[src/hw/rtl/rohc_crc3_crc7_crc8_check_core_assert.svh]
// ----------------------------------------------------------------------------
// rohc crc check assertion macros
// shared concurrent assertion helpers, compiled out with ASSERT_OFF
// ----------------------------------------------------------------------------
`ifndef ROHC_CRC3_CRC7_CRC8_CHECK_CORE_ASSERT_SVH
`define ROHC_CRC3_CRC7_CRC8_CHECK_CORE_ASSERT_SVH

`ifndef ASSERT_OFF

// expression holds on every clock edge out of reset
`define RCRC_ASSERT(name, clk, rst_n, expr) \
  name: assert property (@(posedge clk) disable iff (!rst_n) (expr)) \
    else $error("assertion failed");

// consequent holds in the same cycle as the antecedent
`define RCRC_ASSERT_IMP(name, clk, rst_n, ante, cons) \
  name: assert property (@(posedge clk) disable iff (!rst_n) (ante) |-> (cons)) \
    else $error("assertion failed");

// consequent holds in the cycle after the antecedent
`define RCRC_ASSERT_NXT(name, clk, rst_n, ante, cons) \
  name: assert property (@(posedge clk) disable iff (!rst_n) (ante) |=> (cons)) \
    else $error("assertion failed");

`else

`define RCRC_ASSERT(name, clk, rst_n, expr)
`define RCRC_ASSERT_IMP(name, clk, rst_n, ante, cons)
`define RCRC_ASSERT_NXT(name, clk, rst_n, ante, cons)

`endif

`endif

[src/hw/rtl/rcrc_pkg.sv]
// ----------------------------------------------------------------------------
// rcrc_pkg
// types and constants shared by the rohc crc-3/7/8 check block
// ----------------------------------------------------------------------------
`timescale 1ns / 1ps

package rcrc_pkg;

  localparam int unsigned CrcW  = 8;
  localparam int unsigned AddrW = 5;
  localparam int unsigned DataW = 32;

  // crc kind codes carried with each byte
  typedef enum logic [1:0] {
    KIND_CRC8    = 2'd0,
    KIND_CRC7    = 2'd1,
    KIND_CRC3    = 2'd2,
    KIND_UNKNOWN = 2'd3
  } kind_e;

  // register indexes, byte address is 4 * index
  localparam logic [2:0] REG_POLY_THREE = 3'd0;
  localparam logic [2:0] REG_POLY_SEVEN = 3'd1;
  localparam logic [2:0] REG_POLY_EIGHT = 3'd2;
  localparam logic [2:0] REG_INIT_THREE = 3'd3;
  localparam logic [2:0] REG_INIT_SEVEN = 3'd4;
  localparam logic [2:0] REG_INIT_EIGHT = 3'd5;

  // reset values
  localparam logic [2:0] POLY_THREE_RST = 3'd6;
  localparam logic [6:0] POLY_SEVEN_RST = 7'd121;
  localparam logic [7:0] POLY_EIGHT_RST = 8'd224;
  localparam logic [2:0] INIT_THREE_RST = 3'd7;
  localparam logic [6:0] INIT_SEVEN_RST = 7'd127;
  localparam logic [7:0] INIT_EIGHT_RST = 8'd255;

  // width masks per kind
  localparam logic [CrcW-1:0] MASK_EIGHT = 8'hff;
  localparam logic [CrcW-1:0] MASK_SEVEN = 8'h7f;
  localparam logic [CrcW-1:0] MASK_THREE = 8'h07;
  localparam logic [CrcW-1:0] MASK_NONE  = 8'h00;

  // configuration register set
  typedef struct packed {
    logic [2:0] poly_three;
    logic [6:0] poly_seven;
    logic [7:0] poly_eight;
    logic [2:0] init_three;
    logic [6:0] init_seven;
    logic [7:0] init_eight;
  } cfg_t;

  // classified byte waiting for the crc engine
  typedef struct packed {
    logic [7:0]      data;
    logic            first;
    logic            last;
    logic [7:0]      expected;
    logic [CrcW-1:0] poly;
    logic [CrcW-1:0] init;
    logic [CrcW-1:0] mask;
  } entry_t;

endpackage

[src/hw/rtl/rcrc_front.sv]
// ----------------------------------------------------------------------------
// rcrc_front
// input handshake and kind decode into a queue entry
// ----------------------------------------------------------------------------
`timescale 1ns / 1ps

module rcrc_front (
  input  logic                  in_valid_i,
  output logic                  in_ready_o,
  input  logic [1:0]            kind_i,
  input  logic [7:0]            data_byte_i,
  input  logic                  first_byte_i,
  input  logic                  last_byte_i,
  input  logic [7:0]            expected_crc_i,
  input  rcrc_pkg::cfg_t        cfg_i,
  input  logic                  full_i,
  output logic                  push_o,
  output rcrc_pkg::entry_t      entry_o
);

  rcrc_pkg::kind_e kind;

  assign kind       = rcrc_pkg::kind_e'(kind_i);
  assign in_ready_o = !full_i;
  assign push_o     = in_valid_i && !full_i;

  // pick polynomial, seed and width for the kind
  always_comb begin
    entry_o.data     = data_byte_i;
    entry_o.first    = first_byte_i;
    entry_o.last     = last_byte_i;
    entry_o.expected = expected_crc_i;
    case (kind)
      rcrc_pkg::KIND_CRC8: begin
        entry_o.poly = cfg_i.poly_eight;
        entry_o.init = cfg_i.init_eight;
        entry_o.mask = rcrc_pkg::MASK_EIGHT;
      end
      rcrc_pkg::KIND_CRC7: begin
        entry_o.poly = {1'b0, cfg_i.poly_seven};
        entry_o.init = {1'b0, cfg_i.init_seven};
        entry_o.mask = rcrc_pkg::MASK_SEVEN;
      end
      rcrc_pkg::KIND_CRC3: begin
        entry_o.poly = {5'd0, cfg_i.poly_three};
        entry_o.init = {5'd0, cfg_i.init_three};
        entry_o.mask = rcrc_pkg::MASK_THREE;
      end
      default: begin
        // unknown kind: zero mask forces a zero crc
        entry_o.poly = '0;
        entry_o.init = '0;
        entry_o.mask = rcrc_pkg::MASK_NONE;
      end
    endcase
  end

endmodule

[src/hw/rtl/rcrc_queue.sv]
// ----------------------------------------------------------------------------
// rcrc_queue
// small fifo between the decode front and the crc engine
// ----------------------------------------------------------------------------
`timescale 1ns / 1ps
`include "rohc_crc3_crc7_crc8_check_core_assert.svh"

module rcrc_queue #(
  parameter int unsigned DEPTH = 2
) (
  input  logic             clk_i,
  input  logic             rst_ni,
  input  logic             push_i,
  input  rcrc_pkg::entry_t wdata_i,
  output logic             full_o,
  input  logic             pop_i,
  output logic             valid_o,
  output rcrc_pkg::entry_t rdata_o
);

  localparam int unsigned PtrW = (DEPTH > 1) ? $clog2(DEPTH) : 1;
  localparam int unsigned CntW = $clog2(DEPTH + 1);
  localparam logic [PtrW-1:0] LastPtr = PtrW'(DEPTH - 1);
  localparam logic [CntW-1:0] FullCnt = CntW'(DEPTH);

  rcrc_pkg::entry_t slots_q [DEPTH];
  logic [PtrW-1:0]  wr_ptr_q, wr_ptr_d;
  logic [PtrW-1:0]  rd_ptr_q, rd_ptr_d;
  logic [CntW-1:0]  count_q, count_d;

  assign full_o  = (count_q == FullCnt);
  assign valid_o = (count_q != '0);
  assign rdata_o = slots_q[rd_ptr_q];

  // pointer and count update
  always_comb begin
    wr_ptr_d = wr_ptr_q;
    rd_ptr_d = rd_ptr_q;
    count_d  = count_q;
    if (push_i) begin
      wr_ptr_d = (wr_ptr_q == LastPtr) ? '0 : wr_ptr_q + 1'b1;
    end
    if (pop_i) begin
      rd_ptr_d = (rd_ptr_q == LastPtr) ? '0 : rd_ptr_q + 1'b1;
    end
    if (push_i && !pop_i) begin
      count_d = count_q + 1'b1;
    end else if (!push_i && pop_i) begin
      count_d = count_q - 1'b1;
    end
  end

  always_ff @(posedge clk_i or negedge rst_ni) begin
    if (!rst_ni) begin
      wr_ptr_q <= '0;
      rd_ptr_q <= '0;
      count_q  <= '0;
    end else begin
      wr_ptr_q <= wr_ptr_d;
      rd_ptr_q <= rd_ptr_d;
      count_q  <= count_d;
    end
  end

  // slot storage
  always_ff @(posedge clk_i) begin
    if (push_i) begin
      slots_q[wr_ptr_q] <= wdata_i;
    end
  end

  `RCRC_ASSERT(a_count_bound, clk_i, rst_ni, count_q <= FullCnt)
  `RCRC_ASSERT_IMP(a_pop_nonempty, clk_i, rst_ni, pop_i, count_q != '0)
  `RCRC_ASSERT_NXT(a_count_up, clk_i, rst_ni, push_i && !pop_i,
                   count_q == $past(count_q) + 1'b1)

endmodule

[src/hw/rtl/rcrc_back.sv]
// ----------------------------------------------------------------------------
// rcrc_back
// crc engine with running value and registered result
// ----------------------------------------------------------------------------
`timescale 1ns / 1ps
`include "rohc_crc3_crc7_crc8_check_core_assert.svh"

module rcrc_back (
  input  logic             clk_i,
  input  logic             rst_ni,
  input  logic             head_valid_i,
  input  rcrc_pkg::entry_t head_i,
  output logic             pop_o,
  output logic             out_valid_o,
  input  logic             out_ready_i,
  output logic [7:0]       crc_result_o,
  output logic             crc_match_o
);

  // one byte through the reflected crc, lsb first
  function automatic logic [rcrc_pkg::CrcW-1:0] mix_byte(
    input logic [rcrc_pkg::CrcW-1:0] seed,
    input logic [7:0]                data,
    input logic [rcrc_pkg::CrcW-1:0] poly
  );
    logic [rcrc_pkg::CrcW-1:0] v;
    v = seed ^ data;
    for (int k = 0; k < 8; k++) begin
      v = v[0] ? ((v >> 1) ^ poly) : (v >> 1);
    end
    return v;
  endfunction

  logic [rcrc_pkg::CrcW-1:0] running_q, running_d;
  logic [rcrc_pkg::CrcW-1:0] seed;
  logic [rcrc_pkg::CrcW-1:0] crc;
  logic                      out_valid_q, out_valid_d;
  logic [7:0]                result_q, result_d;
  logic                      match_q, match_d;
  logic                      can_take;

  assign can_take = !out_valid_q || out_ready_i;
  assign pop_o    = head_valid_i && (!head_i.last || can_take);

  // crc of the head byte
  assign seed = (head_i.first ? head_i.init : running_q) & head_i.mask;
  assign crc  = mix_byte(seed, head_i.data, head_i.poly) & head_i.mask;

  // running value and output slot
  always_comb begin
    running_d   = running_q;
    out_valid_d = out_valid_q;
    result_d    = result_q;
    match_d     = match_q;
    if (out_valid_q && out_ready_i) begin
      out_valid_d = 1'b0;
    end
    if (pop_o) begin
      running_d = crc;
      if (head_i.last) begin
        out_valid_d = 1'b1;
        result_d    = crc;
        match_d     = (crc == head_i.expected);
      end
    end
  end

  always_ff @(posedge clk_i or negedge rst_ni) begin
    if (!rst_ni) begin
      running_q   <= '0;
      out_valid_q <= 1'b0;
    end else begin
      running_q   <= running_d;
      out_valid_q <= out_valid_d;
    end
  end

  // result payload
  always_ff @(posedge clk_i) begin
    result_q <= result_d;
    match_q  <= match_d;
  end

  assign out_valid_o  = out_valid_q;
  assign crc_result_o = result_q;
  assign crc_match_o  = match_q;

  `RCRC_ASSERT_IMP(a_last_has_slot, clk_i, rst_ni, pop_o && head_i.last, can_take)
  `RCRC_ASSERT_NXT(a_unknown_zero, clk_i, rst_ni,
                   pop_o && (head_i.mask == rcrc_pkg::MASK_NONE), running_q == '0)
  `RCRC_ASSERT_NXT(a_result_loaded, clk_i, rst_ni, pop_o && head_i.last,
                   out_valid_q && (result_q == running_q))

endmodule

[src/hw/rtl/rohc_crc3_crc7_crc8_check_core.sv]
// ----------------------------------------------------------------------------
// rohc_crc3_crc7_crc8_check_core
// rohc header crc-3 / crc-7 / crc-8 check with apb configuration
// ----------------------------------------------------------------------------
// Usage:
//   input channel (in_valid_i / in_ready_o) carries one covered header byte
//   per transfer with its crc kind, first and last flags and the expected
//   crc. A transfer with first set seeds the running crc from init_*.
//   output channel (out_valid_o / out_ready_i) carries one transfer per last
//   byte: the computed crc, zero extended, and a match flag.
//   a last byte passes the queue, then the engine registers its result.
//   throughput: one byte per cycle unless the engine stalls on a last byte;
//   the crc update is combinational. A queue of QUEUE_DEPTH entries sits
//   between decode and engine, so input keeps flowing while a result waits.
//   stall: when the receiver holds out_ready_i low the engine halts on the
//   next last byte, the queue fills and in_ready_o then drops.
//   reset: running crc clears to zero, queue and output empty, registers
//   return to the rfc 3095 polynomials and all-ones seeds. apb: registers at
//   byte address 4*index, written by the user only while idle (unchecked).
// ----------------------------------------------------------------------------
`timescale 1ns / 1ps

module rohc_crc3_crc7_crc8_check_core #(
  parameter int unsigned QUEUE_DEPTH = 2
) (
  input  logic                         clk_i,
  input  logic                         rst_ni,
  // apb configuration
  input  logic                         psel,
  input  logic                         penable,
  input  logic                         pwrite,
  input  logic [rcrc_pkg::AddrW-1:0]   paddr,
  input  logic [rcrc_pkg::DataW-1:0]   pwdata,
  output logic [rcrc_pkg::DataW-1:0]   prdata,
  output logic                         pready,
  // byte input
  input  logic                         in_valid_i,
  output logic                         in_ready_o,
  input  logic [1:0]                   kind_i,
  input  logic [7:0]                   data_byte_i,
  input  logic                         first_byte_i,
  input  logic                         last_byte_i,
  input  logic [7:0]                   expected_crc_i,
  // result output
  output logic                         out_valid_o,
  input  logic                         out_ready_i,
  output logic [7:0]                   crc_result_o,
  output logic                         crc_match_o
);

  rcrc_pkg::cfg_t   cfg_q;
  logic [2:0]       reg_idx;
  logic             cfg_wr;
  logic             push;
  logic             full;
  logic             pop;
  logic             head_valid;
  rcrc_pkg::entry_t push_entry;
  rcrc_pkg::entry_t head_entry;

  assign pready  = 1'b1;
  assign reg_idx = paddr[4:2];
  assign cfg_wr  = psel && penable && pwrite && pready;

  // configuration registers
  always_ff @(posedge clk_i or negedge rst_ni) begin
    if (!rst_ni) begin
      cfg_q.poly_three <= rcrc_pkg::POLY_THREE_RST;
      cfg_q.poly_seven <= rcrc_pkg::POLY_SEVEN_RST;
      cfg_q.poly_eight <= rcrc_pkg::POLY_EIGHT_RST;
      cfg_q.init_three <= rcrc_pkg::INIT_THREE_RST;
      cfg_q.init_seven <= rcrc_pkg::INIT_SEVEN_RST;
      cfg_q.init_eight <= rcrc_pkg::INIT_EIGHT_RST;
    end else if (cfg_wr) begin
      case (reg_idx)
        rcrc_pkg::REG_POLY_THREE: cfg_q.poly_three <= pwdata[2:0];
        rcrc_pkg::REG_POLY_SEVEN: cfg_q.poly_seven <= pwdata[6:0];
        rcrc_pkg::REG_POLY_EIGHT: cfg_q.poly_eight <= pwdata[7:0];
        rcrc_pkg::REG_INIT_THREE: cfg_q.init_three <= pwdata[2:0];
        rcrc_pkg::REG_INIT_SEVEN: cfg_q.init_seven <= pwdata[6:0];
        rcrc_pkg::REG_INIT_EIGHT: cfg_q.init_eight <= pwdata[7:0];
        default: ;
      endcase
    end
  end

  // register read back
  always_comb begin
    case (reg_idx)
      rcrc_pkg::REG_POLY_THREE: prdata = {29'd0, cfg_q.poly_three};
      rcrc_pkg::REG_POLY_SEVEN: prdata = {25'd0, cfg_q.poly_seven};
      rcrc_pkg::REG_POLY_EIGHT: prdata = {24'd0, cfg_q.poly_eight};
      rcrc_pkg::REG_INIT_THREE: prdata = {29'd0, cfg_q.init_three};
      rcrc_pkg::REG_INIT_SEVEN: prdata = {25'd0, cfg_q.init_seven};
      rcrc_pkg::REG_INIT_EIGHT: prdata = {24'd0, cfg_q.init_eight};
      default:                  prdata = '0;
    endcase
  end

  // decode front
  rcrc_front u_front (
    .in_valid_i     (in_valid_i),
    .in_ready_o     (in_ready_o),
    .kind_i         (kind_i),
    .data_byte_i    (data_byte_i),
    .first_byte_i   (first_byte_i),
    .last_byte_i    (last_byte_i),
    .expected_crc_i (expected_crc_i),
    .cfg_i          (cfg_q),
    .full_i         (full),
    .push_o         (push),
    .entry_o        (push_entry)
  );

  // decoupling queue
  rcrc_queue #(
    .DEPTH (QUEUE_DEPTH)
  ) u_queue (
    .clk_i   (clk_i),
    .rst_ni  (rst_ni),
    .push_i  (push),
    .wdata_i (push_entry),
    .full_o  (full),
    .pop_i   (pop),
    .valid_o (head_valid),
    .rdata_o (head_entry)
  );

  // crc engine
  rcrc_back u_back (
    .clk_i        (clk_i),
    .rst_ni       (rst_ni),
    .head_valid_i (head_valid),
    .head_i       (head_entry),
    .pop_o        (pop),
    .out_valid_o  (out_valid_o),
    .out_ready_i  (out_ready_i),
    .crc_result_o (crc_result_o),
    .crc_match_o  (crc_match_o)
  );

endmodule

[config.mk]
export PLATFORM = sky130hd
export DESIGN_NAME = rohc_crc3_crc7_crc8_check_core
export DESIGN_NICKNAME = d
export VERILOG_FILES = /design/src/hw/rtl/rcrc_pkg.sv /design/src/hw/rtl/rcrc_front.sv /design/src/hw/rtl/rcrc_queue.sv /design/src/hw/rtl/rcrc_back.sv /design/src/hw/rtl/rohc_crc3_crc7_crc8_check_core.sv
export VERILOG_INCLUDE_DIRS = /design/src /design/src/hw/rtl
export SDC_FILE = /design/constraint.sdc
export NUM_CORES = 1
export LEC_CHECK = 0
export BUFFER_PORTS_ARGS = -buffer_cell sky130_fd_sc_hd__buf_2
export CELL_PAD_IN_SITES_DETAIL_PLACEMENT = 1
export CELL_PAD_IN_SITES_GLOBAL_PLACEMENT = 1
export CORE_MARGIN = 2
export CORE_UTILIZATION = 42
export CTS_CLUSTER_SIZE = 30
export DETAILED_ROUTE_END_ITERATION = 6
export GPL_TIMING_DRIVEN = 0
export MAX_ROUTING_LAYER = met4
export PLACE_DENSITY = 0.82
export REMOVE_ABC_BUFFERS = 1
export SLEW_MARGIN = 30
export SYNTH_ARGS = -nofsm -noshare
export SYNTH_HDL_FRONTEND = slang
export SYNTH_SLANG_ARGS = --single-unit
[constraint.sdc]
create_clock -name clk_i -period 4.7 [get_ports clk_i]
set_clock_uncertainty 0.2 [all_clocks]
set_input_delay 0.47 -clock clk_i [delete_from_list [all_inputs] [get_ports clk_i]]
set_output_delay 0.47 -clock clk_i [all_outputs]
set_load 0.02 [all_outputs]
==> results_dict.tcl <==
set metrics [dict create \
    status "complete, but fails checks" \
    violations "negative setup slack" \
    ys_seq_elements 132 \
    num_io_pins 108 \
    gp_congestion 0.833 \
    async_flop_share_pct 37.1 \
    drc 0 \
    startpoint_type "register" \
    overflow 0 \
    fp.dieH_um 138 \
    clkTransAtPathRegs_ps 60 \
    via_per_inst 5.77 \
    firstDrtPassIters 5 \
    tightest_slew_ps 1020 \
    syn_area_um2 7590 \
    yosysUniqueCellTypes 69 \
    via_count 5663 \
    finalSetupViolCount 14 \
    ys_warn_count 0 \
    maxSlewHeadroom_pct 29.8 \
    cts_tree "done" \
    dpl.hpwl_um 13400 \
    core_um2 17800 \
    rows 49 \
    grt_util_met1_pct 26.4 \
    cts_num_sinks 132 \
    crit_arrival_ps 5450 \
    reg2reg_from "u_queue.slots_q[0][33]" \
    crit_required_ps 4750 \
    antenna_found_initial 0 \
    first_global_vias 6059 \
    seq_area_frac_synth_pct 49.5 \
    critPathCapture "u_back.crc_match_o" \
    maxSlewViolCount 0 \
    synth_top_flop_cell "edfxtp_1" \
    nets 805 \
    n_fill_cell 1809 \
    drt-total-wl_um 23600 \
    dieArea_um2 19200 \
    r2r_cells 17 \
    top_usage_layer "met2" \
    rsz0062_at_grt "yes" \
    worstSetupPathType "reg2reg" \
    synth_edf_count 83 \
    min_from "expected_crc_i[4]" \
    grt_util_all_layers_pct 24.3 \
    cp_max_fo 5 \
    grt_max_degree 50 \
    cts_max_level 4 \
    root_buffer "clkbuf_16" \
    insertion_delay_ps 420 \
    fin_crit_ps 5400 \
    rr_endpoint "u_back.crc_match_o" \
    timing.hold.ws_ps 28.3 \
    drive_above_1_share_pct 40.9 \
    post-place-ws_ps -1980 \
    reg2reg_setup_slack_ps -700 \
    antennaDiodeCount 0 \
    io_buffer_count 56 \
    clk_path_buf_depth 2 \
    syn_area_per_cell_um2 11.9 \
    syn_inst 636 \
    worst_slack_ps -704 \
    finalCritPeriodShare_pct 115 \
    wl_per_cell_um 24.0 \
    grt_pass1_wl_um 35000 \
    endpoint_kind "register" \
    cts-buffers-inserted 17 \
    regArea_um2 3760 \
    maxCapViolCount 0 \
    die_x_um 138 \
    hold_viol 0 \
    ant_nets 0 \
    start_util_pct 42.5 \
    hp-class "in2reg" \
    groute.layer.met3.usage_pct 3.91 \
    multi_input_area_um2 4070 \
    critPathLaunch "u_queue.slots_q[0][33]" \
    syn_to_final_growth_pct 24.7 \
    gr-usage-met2_pct 43.7 \
    drt_iter0_markers 392 \
    fmax_ghz 0.185 \
]
## routing by layer
metal	wire length, µm	part of all wire [%]
met5	0	0
met4	819	3.5
met3	1060	4.5
met2	13000	55
met1	8700	37
## logic make-up after synthesis
kind of cell             Yosys count  share of synthesized area, %
XOR/XNOR                          73                          11.0
other                              2                        0.0990
adder cells (fa/ha/maj)            1                         0.165
flip-flops                       132                          49.5
buffers and inverters             56                          4.40
multiplexers                     114                          16.0
AO/OA/AOI/OAI                     91                          8.51
AND/OR/NAND/NOR                  167                          10.3
## worst min-delay path by stage
stage,endpoint,slack (ps),depth (start not counted)
after global placement,u_queue.wr_ptr_q,280,1
final,u_queue.slots_q[0][28],30,1
after CTS,u_queue.slots_q[1][28],20,1
after detailed placement,u_queue.wr_ptr_q,330,1
after global routing,u_queue.slots_q[1][28],30,1
after floorplan,cfg_q[18],-30,0
## cell type report
type	instances	area share (%)
Clock buffer	18	4.53
Clock inverter	14	1.19
Inverter	8	0.317
Multi-Input combinational cell	471	43.0
Sequential cell	132	39.7
Tap cell	229	3.03
Timing Repair Buffer	110	8.22
## stage by stage
step                      util, %  TNS (ps)  std cells  instance area, µm²
after global placement       44.5    -37310        896                7940
after floorplan                 -    -12900        611                7370
after global routing         53.0     -6620        982                9460
after detailed placement     45.0    -23050        898                8020
after CTS                    51.6     -1730        968                9210
final                        53.0     -4460        982                9460
## worst max-delay path: stages (launching register included)
cell	delay (ps)
edfxtp_1	480
buf_4	200
mux2_4	310
a21boi_2	250
nor3_4	110
a211o_4	360
a21oi_4	290
xor2_2	220
mux2i_2	270
xnor3_2	320
xor3_2	440
nor2_4	120
xor3_2	340
or4_1	560
a32o_1	250
a211oi_2	180
nand4_1	140
nor4_2	180
## cell usage in the layout, fill, tap and decap left out, types with 6 or more instances in the layout
cell type  count
a211oi_1       8
a21oi_1       12
a21oi_2        6
a22oi_1        7
buf_2         55
buf_4         44
buf_6          6
clkbuf_16     17
conb_1        25
dfrtp_1       20
dfstp_2       28
edfxtp_1      83
inv_1          8
mux2_2        49
mux2i_1       44
mux2i_2       14
nand2_1       31
nand2b_1       7
nor2_1        61
nor2b_1        7
nor3_1        10
o21ai_0       13
o22ai_1        6
xnor2_1       39
xnor2_2       10
xor2_1         8
## sequential cells by signal, indices dropped and copies added, names as in the netlist
register	count
u_queue.rd_ptr_q	1
u_queue.wr_ptr_q	1
u_back.running_q	8
u_back.crc_match_o	1
u_back.out_valid_o	1
u_queue.count_q	2
u_queue.slots_q	74
u_back.crc_result_o	8
cfg_q	36
## repair_timing
action,CTS,global route
hold buffers,1,0
buffers inserted,37,14
pin swaps,18,11
endpoints found under the hold margin,21,0
resized for setup,68,28
setup endpoints to repair,17,17
## cells in the mapped netlist, types with 8 or more instances
cell type / n / area, µm²
edfxtp_1: 83 / 2490
nor2_1: 70 / 263
mux2i_1: 60 / 601
mux2_2: 50 / 563
xnor2_1: 48 / 420
nand2_1: 33 / 124
dfstp_2: 28 / 736
buf_4: 25 / 188
dfrtp_1: 21 / 526
a21oi_1: 18 / 90.1
nor3_1: 16 / 80.1
o21ai_0: 15 / 75.1
clkbuf_1: 11 / 41.3
a211oi_1: 9 / 67.6
xor2_1: 9 / 78.8
inv_1: 8 / 30.0
nand2b_1: 8 / 50.1
Power is not shown: default switching activity piles up to over one toggle a cycle in this logic, so the estimate is an artifact.
